--- src/hdl/sias_pkg.sv ---
// ----------------------------------------------------------------------------
// sias_pkg
// Types, codes and fixed widths shared by the shift/insert array store.
// ----------------------------------------------------------------------------
package sias_pkg;

  localparam int OP_BITS     = 3;
  localparam int INDEX_BITS  = 5;
  localparam int VALUE_BITS  = 32;
  localparam int AMOUNT_BITS = 5;
  localparam int COUNT_BITS  = 5;
  localparam int STATUS_BITS = 2;

  // Wide enough for a count of up to 256 elements and for position sums
  localparam int CNT_BITS   = 9;
  localparam int POS_BITS   = 10;
  localparam int SHIFT_SPAN = 1 << AMOUNT_BITS;

  typedef enum logic [OP_BITS-1:0] {
    OP_READ   = 3'd0,
    OP_WRITE  = 3'd1,
    OP_APPEND = 3'd2,
    OP_INSERT = 3'd3,
    OP_REMOVE = 3'd4,
    OP_CLEAR  = 3'd5
  } op_t;

  typedef enum logic [STATUS_BITS-1:0] {
    ST_DONE      = 2'd0,
    ST_BAD_INDEX = 2'd1,
    ST_FULL      = 2'd2
  } status_t;

  typedef enum logic [2:0] {
    CK_HOLD,
    CK_WRITE,
    CK_APPEND,
    CK_INSERT,
    CK_REMOVE,
    CK_CLEAR
  } cell_kind_t;

  typedef struct packed {
    logic [OP_BITS-1:0]            op;
    logic [INDEX_BITS-1:0]         index;
    logic signed [VALUE_BITS-1:0]  value;
    logic [AMOUNT_BITS-1:0]        amount;
  } cmd_word_t;

  typedef struct packed {
    logic signed [VALUE_BITS-1:0]  read_value;
    logic [COUNT_BITS-1:0]         count_after;
    logic [STATUS_BITS-1:0]        status;
  } rsp_word_t;

  typedef struct packed {
    cell_kind_t             kind;
    logic [CNT_BITS-1:0]    idx;
    logic [CNT_BITS-1:0]    cnt;
    logic [AMOUNT_BITS-1:0] amt;
  } cell_cmd_t;

  typedef struct packed {
    status_t             status;
    logic [CNT_BITS-1:0] count_next;
    logic                read_hit;
  } ctrl_info_t;

endpackage

--- src/hdl/sias_ctrl.sv ---
// ----------------------------------------------------------------------------
// sias_ctrl
// Operation decode: range checks, status, new count and the command that is
// broadcast to every cell.
// ----------------------------------------------------------------------------
module sias_ctrl
  import sias_pkg::*;
#(
  parameter int CAPACITY = 16
) (
  input  logic                accept,
  input  cmd_word_t           word,
  input  logic [CNT_BITS-1:0] count,
  output cell_cmd_t           cell_cmd,
  output ctrl_info_t          info
);

  localparam logic [CNT_BITS-1:0] CAP = CNT_BITS'(CAPACITY);

  logic [CNT_BITS-1:0] idx;
  logic [CNT_BITS-1:0] amt;
  logic [CNT_BITS-1:0] tail;
  cell_kind_t          kind;

  assign idx  = CNT_BITS'(word.index);
  assign amt  = CNT_BITS'(word.amount);
  assign tail = count - idx;

  always_comb begin
    kind            = CK_HOLD;
    info.status     = ST_DONE;
    info.count_next = count;
    info.read_hit   = 1'b0;
    unique case (word.op)
      OP_READ: begin
        if (idx < count) info.read_hit = 1'b1;
        else info.status = ST_BAD_INDEX;
      end
      OP_WRITE: begin
        if (idx < CAP) begin
          kind = CK_WRITE;
          if (idx >= count) info.count_next = idx + 1'b1;
        end else begin
          info.status = ST_BAD_INDEX;
        end
      end
      OP_APPEND: begin
        if (count < CAP) begin
          kind            = CK_APPEND;
          info.count_next = count + 1'b1;
        end else begin
          info.status = ST_FULL;
        end
      end
      OP_INSERT: begin
        if (idx > count) begin
          info.status = ST_BAD_INDEX;
        end else if (count + amt > CAP) begin
          info.status = ST_FULL;
        end else if (amt != '0) begin
          kind            = CK_INSERT;
          info.count_next = count + amt;
        end
      end
      OP_REMOVE: begin
        if (idx >= count) begin
          info.status = ST_BAD_INDEX;
        end else begin
          kind            = CK_REMOVE;
          info.count_next = (amt > tail) ? idx : count - amt;
        end
      end
      OP_CLEAR: begin
        kind            = CK_CLEAR;
        info.count_next = '0;
      end
      default: kind = CK_HOLD;
    endcase
  end

  assign cell_cmd.kind = accept ? kind : CK_HOLD;
  assign cell_cmd.idx  = idx;
  assign cell_cmd.cnt  = count;
  assign cell_cmd.amt  = word.amount;

endmodule
--- config.mk ---
export PLATFORM = sky130hd
export DESIGN_NAME = sias_ctrl
export DESIGN_NICKNAME = d
export VERILOG_FILES = /design/src/hdl/sias_pkg.sv /design/src/hdl/sias_ctrl.sv
export SDC_FILE = /design/constraint.sdc
export NUM_CORES = 1
export LEC_CHECK = 0
export BUFFER_PORTS_ARGS = -buffer_cell sky130_fd_sc_hd__buf_2
export CORE_MARGIN = 2
export CORE_UTILIZATION = 25
export DETAILED_ROUTE_END_ITERATION = 10
export SYNTH_ARGS = -nofsm -noshare
export SYNTH_HDL_FRONTEND = slang
export SYNTH_SLANG_ARGS = --single-unit
--- constraint.sdc ---
create_clock -name vclk -period 5.78
set_clock_uncertainty 0.2 [all_clocks]
set_input_delay 0.867 -clock vclk [all_inputs]
set_output_delay 0.867 -clock vclk [all_outputs]
set_load 0.02 [all_outputs]
==> impl_results.md, run 1 <==
* Final hold viol count at 0
* Core area at 7810 sq um
* Pre-antenna DRT Iters at 4
* Top-count cell post-synth: inv_1
* Unrepaired setup endpoints after global routing: false
* Hold_buf cts at 0
* Final Power at 213 uW
* Post-DRT Antenna Nets at 0
* Crit path buf inv count at 2
* Worst hold start: word[40]
* Final setup fails at 0
* Die footprint at 8900 sq um
* HPWL after DPL at between 5000 and 6000 um
* Maximum VDD drop at ~0.032 mV
* Mean Syn Cell Area at approximately 6.8 sq um
* Seq Cell Count at 0
* Max-cap violations at 0
* Slew @ Worst Pin at ~750 ps
* Minimum clock period after layout at 5250 ps
* First-pass GRT wire length at 10400 um
* Layout cells sized above 1 at between 20% and 30%
* Worst Path Max Fanout at 7
* Initial antenna violation count at 0
* Vias in the first global route at around 2100
* Crit path cell chain: buf_2 -> ha_1 -> fa_1 -> and2b_1 -> o31a_1 -> a21o_1 -> ha_1 -> nand2_1 -> o22ai_1 -> a21o_1 -> a211oi_4 -> mux2i_1 -> a211oi_1 -> nor3_1 -> buf_2
* Max Used Layer: met4
* Inserted Diodes at 0
* Setup CP Type: primary input to primary output
* Yosys warnings at 0
* Crit path required time at 4710 ps
* Setup TNS at 0 ps
* Hold depth at 2
* Die Y at 94.4 um
* Mapped Cells at between 200 and 300
* PD cells at between 90 and 100 nW/um^2
* Hold Path Class: primary input to primary output
* Post-Syn Area at between 2000 and 2500 sq um
* CP max-delay cell: a211oi_4
* Iter 0 DRT Violations at between 150 and 200
* Post-route clock period utilization at 90.8%
* Met1 wire length at approximately 2900 um
* P_leak at about 1 nW
* Setup bufs post-CTS at 0
* Starting density of the core at between 20% and 30%
* Post-Route WL at between 6000 and 7000 um
* DRC at 0
* Area grow syn2layout at 9.87%
* Routed wl met2 at ~3100 um
* Run status: completed
* Row cnt at 32
* Die width at 94.4 um
* List of most frequent post-synthesis cells: inv_1, buf_4, nor2_1, ha_1, nand2_1
* GRT Util Overall at 14.1%
* Nets at 405
* Sequential area share after synthesis at 0%
* Vias per cell at around 5.3
* Io pins at 93
* # clk buffers at 0
* Global placer's final weighted congestion at between 0.8 and 0.9
* Worst endpoint data arrival time at between 4000 and 5000 ps
* Synth cell types at 64
* Largest stage delay, worst path at around 440 ps
* Post-synth top area cell: ha_1
* Met3 routed WL at roughly 330 um
* Overflow left after global routing at 0
* Dominant cells by area after synthesis: ha_1, buf_4, inv_1
* Via count at approximately 2300
* Cts repair resizes at 0
* Pins over their slew limit at 0
* Peak Freq at ~190 MHz
* # port buffers at 57
* Hold path endpoint: cell_cmd[17]
* Crit path max-delay family: compound AO/OA/AOI/OAI gates
* CP Capture Type: primary output
* Synth top area share at a little over an eighth
* Largest net degree at the start of global routing at 16
* Mean routed wirelength per cell at about 15 um
* Worst Setup Start Kind: primary input
* Max-slew headroom at between 40% and 50%
* Storage element area at 0 sq um
cell type report:
| class | count | area, sq um |
|---|---|---|
| repair buffers | 59 | 300 |
| multi-input cells | 238 | 1720 |
| inverters | 26 | 97.6 |
| well taps | 102 | 128 |
| fillers | 883 | 5570 |
worst max-delay path by stage:
stage / from / endpoint / slack (ps) / depth (start not counted)
global route: count[1] / info[1] / 290 / 15
global placement: word[37] / info[3] / 630 / 15
finish: word[37] / info[3] / 530 / 15
detailed placement: word[37] / info[3] / 560 / 15
CTS: word[37] / info[3] / 560 / 15
floorplan: count[0] / info[1] / 770 / 15
power by group:
part	switching (mW)	leakage [nW]	internal (mW)
clock network	0	0	0
logic	0.134	1.00	0.0793
registers	0	0	0
total	0.134	1.00	0.0793
placed cells by master (no fill, tap or decap), types with 5 or more instances in the layout:
cell type | Yosys | layout
a211o_1 | 5 | 5
o21ai_0 | 12 | 12
a21oi_1 | 16 | 16
xnor2_1 | 6 | 6
a211oi_1 | 6 | 6
xor2_1 | 6 | 6
nor3_1 | 13 | 13
o211ai_1 | 6 | 6
or3_1 | 5 | 5
nand3_1 | 11 | 11
nand2_1 | 21 | 21
nor2_1 | 23 | 23
mux2i_1 | 6 | 6
buf_2 | 1 | 57
ha_1 | 22 | 22
nand2b_1 | 5 | 5
inv_1 | 26 | 26
per-stage QoR:
step	worst slack [ps]	cell area, sq um	hold WS, ps	cells	util [%]
3_5_place_dp	556	2240	1810	425	28.7
6_report	530	2240	1810	425	28.7
2_1_floorplan	769	2050	1650	302	-
3_3_place_gp	628	2240	1810	425	28.7
5_1_grt	293	2240	1830	425	28.7
4_1_cts	557	2240	1810	425	28.7
kinds of logic (layout without fill, tap and decap cells):
group	after synthesis	in the layout	synth area share, %
other	1	4	0.184
and+or+nand+nor	103	103	25.9
buffers and inverters	64	85	16.4
AOI/OAI and AO/OA	86	86	31.8
xor gates and xnor gates	12	12	5.15
adders and majority gates	25	25	16.4
muxes	8	8	4.05
metal layers:
layer	track usage, %	vias to the layer above
met5	0	-
met4	2.90	0
met3	0.638	7
met2	24.8	74
met1	19.3	1060
li1	-	1110
No activity file was read; power rests on OpenSTA's default activity.
==> inputs of run 2 (changes only) <==
- REMOVE_ABC_BUFFERS: unset -> 1
==> run 2 against run 1 <==
Net effect: clock-buffer cell count stayed put; total power is 1.3% lower; critical path type unchanged; via count is 2.3% lower; utilization is 0.096 points lower; worst setup slack worse by 100 ps; critical path depth is 1 higher.
==> impl_results.md, run 2 (synthesis gave the netlist of run 1 again) <==
* Run status: completed
* # clk buffers at 0
* Int Pwr at between 70 and 80 uW
* Largest stage delay, worst path at approximately 450 ps
* Area grow syn2layout at 9.50%
* Hold path endpoint: cell_cmd[0]
* Global placer's final weighted congestion at 0.923
* Nets at 404
* P_sw at between 100 and 150 uW
* CP max-delay cell: a211oi_4
* Sequential Power Share at 0%
* Vias per cell at approximately 5.2
* Io pins at between 90 and 100
* First-pass GRT wire length at 9840 um
* Largest net degree at the start of global routing at 16
* Starting density of the core at roughly a quarter
* Setup WS pre-CTS at 452 ps
* Vias in the first global route at about 2000
* Unrepaired setup endpoints after global routing: false
* Via count at 2200
* Hold_buf cts at 0
* Initial antenna violation count at 0
* Switching share of power at a little over three fifths
* Row cnt at 32
* Storage element area at 0 sq um
* Clock power frac at 0%
* Mean routed wirelength per cell at approximately 14 um
* Die footprint at 8900 sq um
* Finished layout cell area at around 2200 sq um
* Worst Path Max Fanout at 11
* Inserted Diodes at 0
* Worst hold start: word[0]
* Commonest cells after routing, fill and taps aside: buf_2, inv_1, nor2_1
* Worst setup margin at about 430 ps
* Crit path required time at between 4000 and 5000 ps
* HPWL after DPL at 5010 um
* Max-cap violations at 0
* Peak Freq at ~190 MHz
* Setup CP Type: primary input to primary output
* Die width at 94.4 um
* Post-Route WL at just over 6000 um
* Overflow left after global routing at 0
* Cells after DPL at 424
* Placement Cell Area at 2230 sq um
* Seq Cell Count at 0
* Final setup fails at 0
* Final hold viol count at 0
* Final Instance Count excl. Fillers at approximately 420
* Maximum VDD drop at between 0.02 and 0.03 mV
* PD cells at between 90 and 100 nW/um^2
* Worst endpoint data arrival time at between 4000 and 5000 ps
* Setup TNS at 0 ps
* Core area at roughly 7800 sq um
* Layout cells sized above 1 at a little over a fifth
* Pre-antenna DRT Iters at 5
* Slew @ Worst Pin at 743 ps
* Hold Path Class: primary input to primary output
* DRC at 0
* Hold depth at 2
* # port buffers at 57
* Pins over their slew limit at 0
* P_leak at between 0.9 and 1 nW
* CP Capture Type: primary output
* GRT Util Overall at between 10% and 20%
* Minimum clock period after layout at ~5400 ps
* Setup bufs post-CTS at 0
* Combinational power share at 100.0%
* Die Y at around 94 um
* Cts repair resizes at 0
* Post-DRT Antenna Nets at 0
* Max-slew headroom at between 50% and 60%
* # fillers at about 880
* Iter 0 DRT Violations at between 150 and 200
* Most common cell after layout, fill and taps aside: buf_2
* Crit path cell chain: buf_2 -> inv_1 -> ha_1 -> fa_1 -> and2b_1 -> o31a_1 -> a21o_1 -> ha_1 -> nand2_1 -> o22ai_1 -> a21o_1 -> a211oi_4 -> mux2i_1 -> a2111oi_1 -> nor3_1 -> buf_2
* Worst Setup Start Kind: primary input
* Post-route clock period utilization at 92.6%
-- run 2: changes by cell type in the layout (fill, tap and decap cells not counted), sizes merged --
cell,change
buf,-1
-- run 2: area by class of cell --
class	instances	area [sq um]	share of cell area, %
multi-input cells	238	1720	76.8
repair buffers	58	293	13.1
inverters	26	97.6	4.37
well taps	102	128	5.71
-- run 2: metrics by stage --
| step | power [mW] | utilization, % | hold WS [ps] |
|---|---|---|---|
| final | 0.210 | 28.6 | 1820 |
| after global routing | 0.235 | 28.6 | 1820 |
| after CTS | 0.210 | 28.6 | 1810 |
| after detailed placement | 0.209 | 28.6 | 1810 |
| after global placement | 0.207 | 28.6 | 1810 |
| after floorplan | 0.133 | - | 1530 |
-- run 2: power by group through the flow --
stage | Clock (mW) | Combinational (mW) | Sequential, mW
after floorplan | 0 | 0.133 | 0
after global placement | 0 | 0.207 | 0
after detailed placement | 0 | 0.209 | 0
after CTS | 0 | 0.210 | 0
after global routing | 0 | 0.235 | 0
final | 0 | 0.210 | 0
-- run 2: worst max-delay path by stage --
| stage | from | endpoint | slack (ps) |
|---|---|---|---|
| after global routing | count[0] | info[1] | 140 |
| after global placement | count[0] | info[9] | 500 |
| after detailed placement | count[0] | info[7] | 450 |
| after CTS | count[0] | info[4] | 450 |
| after floorplan | count[0] | info[1] | 1040 |
| final | count[0] | info[3] | 430 |
-- run 2: critical path, delay by kind of cell --
| kind | cells | cell delay (ps) |
|---|---|---|
| AO/OA/AOI/OAI | 6 | 1490 |
| adder cells (fa/ha/maj) | 3 | 850 |
| buffers and inverters | 3 | 480 |
| multiplexers | 1 | 210 |
| AND/OR/NAND/NOR | 3 | 380 |
-- run 2: routing by layer --
| metal | GRT usage (%) | vias to the layer above | wire (um) |
|---|---|---|---|
| met3 | 0.239 | 4 | 291 |
| met1 | 19.9 | 998 | 2980 |
| met5 | 0 | - | 0 |
| li1 | - | 1113 | - |
| met2 | 22.7 | 85 | 2770 |
| met4 | 0.966 | 0 | 24 |
==> inputs of run 3 (changes only) <==
- CORE_UTILIZATION: 25 -> 35
==> run 3 against run 2 <==
Net effect: total power is 1.0% lower; worst setup slack better by 58 ps; flip-flop and latch count stayed put; fmax is 1.1% higher; clock-buffer cell count stayed put; die area is 27% lower; global-route usage is 4.8 points higher; cell count is 7.1% lower; largest power group unchanged; critical path depth stayed put; first-iteration DRC count is 45% lower; worst hold slack worse by 9.3 ps; wire length is 5.9% lower.
==> impl_results.md, run 3 (synthesis gave the netlist of run 1 again) <==
* Crit path required time at approximately 4700 ps
* Starting density of the core at 36.6%
* Setup bufs post-CTS at 0
* Combinational power share at between 90% and 100%
* DRC at 0
* Cells after DPL at around 400
* Max-slew headroom at between 50% and 60%
* CP max-delay cell: a211oi_4
* Post-route clock period utilization at 91.6%
* Largest net degree at the start of global routing at 16
* # fillers at between 600 and 700
* Hold Path Class: primary input to primary output
* CP Capture Type: primary output
* Area grow syn2layout at 7.66%
* Setup TNS at 0 ps
* Switching share of power at between 60 and 70%
* Final Instance Count excl. Fillers at 394
* Worst Path Max Fanout at 11
* Worst setup margin at between 400 and 500 ps
* Die footprint at roughly 6500 sq um
* HPWL after DPL at around 4800 um
* Clock power frac at 0%
* Slew @ Worst Pin at 726 ps
* Setup WS pre-CTS at ~460 ps
* Setup CP Type: primary input to primary output
* # port buffers at between 50 and 60
* Commonest cells after routing, fill and taps aside: buf_2, inv_1, nor2_1
* Unrepaired setup endpoints after global routing: false
* Die width at between 80 and 90 um
* Vias per cell at approximately 5.5
* GRT Util Overall at approximately 18%
* Hold_buf cts at 0
* Crit path cell chain: buf_2 -> inv_1 -> ha_1 -> fa_1 -> and2b_1 -> o31a_1 -> a21o_1 -> ha_1 -> nand2_1 -> o22ai_1 -> a21o_1 -> a211oi_4 -> mux2i_1 -> a2111oi_1 -> nor3_1 -> buf_2
* Int Pwr at 78.5 uW
* Cts repair resizes at 0
* Iter 0 DRT Violations at between 100 and 150
* Io pins at 93
* Mean routed wirelength per cell at between 10 and 15 um
* Row cnt at 27
* Peak Freq at between 150 and 200 MHz
* Largest stage delay, worst path at approximately 440 ps
* P_leak at 0.995 nW
* Worst endpoint data arrival time at approximately 4200 ps
* Overflow left after global routing at 0
* Global placer's final weighted congestion at between 0.8 and 0.9
* Inserted Diodes at 0
* Final Power at roughly 210 uW
* P_sw at around 130 uW
* Worst Setup Start Kind: primary input
* Pre-antenna DRT Iters at 4
* Core area at around 5600 sq um
* Post-Route WL at approximately 5700 um
* PD cells at around 95 nW/um^2
* Via count at around 2200
* Sequential Power Share at 0%
* Layout cells sized above 1 at a little over a fifth
* Final hold viol count at 0
* Minimum clock period after layout at approximately 5300 ps
* Worst hold start: word[40]
* Maximum VDD drop at approximately 0.054 mV
* # clk buffers at 0
* Die Y at 80.4 um
* Pins over their slew limit at 0
* Post-DRT Antenna Nets at 0
* Seq Cell Count at 0
* Storage element area at 0 sq um
* Core Util, Final at 39.4%
* Initial antenna violation count at 0
* Final setup fails at 0
* Most common cell after layout, fill and taps aside: buf_2
* Vias in the first global route at roughly 2000
* Run status: completed
* First-pass GRT wire length at between 9000 and 10000 um
* Worst setup path startpoint: count[0]
* Max-cap violations at 0
* Nets at 404
[run 3: cell counts in the layout (fill, tap and decap cells not counted)]
Identical to the previous run, type by type.
[run 3: layer usage]
metal	track usage, %	share of wire, %	vias to the layer above	wire length [um]
met3	0.112	5.2	2	298
met2	32.0	47	66	2700
li1	-	-	1114	-
met5	0	0	-	0
met1	26.2	47	988	2690
met4	0.508	0.26	0	15
[run 3: final timing paths]
kind / cells after the start / slack, ps / end
worst max-delay path: 16 / 490 / info[3]
worst min-delay path: 2 / 1810 / cell_cmd[17]
[run 3: critical path: cells and delay by family]
family / cells / cell delay [ps]
adder cells (fa/ha/maj): 3 / 830
AND/OR/NAND/NOR: 3 / 370
AO/OA/AOI/OAI: 6 / 1450
multiplexers: 1 / 220
buffers and inverters: 3 / 480
[run 3: layout make-up]
type / count / area (sq um) / share of cell area, %
repair buffers: 58 / 293 / 13.3
well taps: 72 / 90.1 / 4.10
multi-input cells: 238 / 1720 / 78.1
inverters: 26 / 97.6 / 4.44
[run 3: stage by stage]
stage          instance area, sq um  hold WS (ps)
2_1_floorplan                  1810          1530
3_3_place_gp                   2200          1810
3_5_place_dp                   2200          1810
4_1_cts                        2200          1810
5_1_grt                        2200          1810
6_report                       2200          1810
[run 3: power by group through the flow]
stage               Combinational, mW  Sequential (mW)  Clock (mW)
CTS                             0.209                0           0
global placement                0.206                0           0
detailed placement              0.208                0           0
floorplan                       0.133                0           0
global route                    0.236                0           0
finish                          0.208                0           0
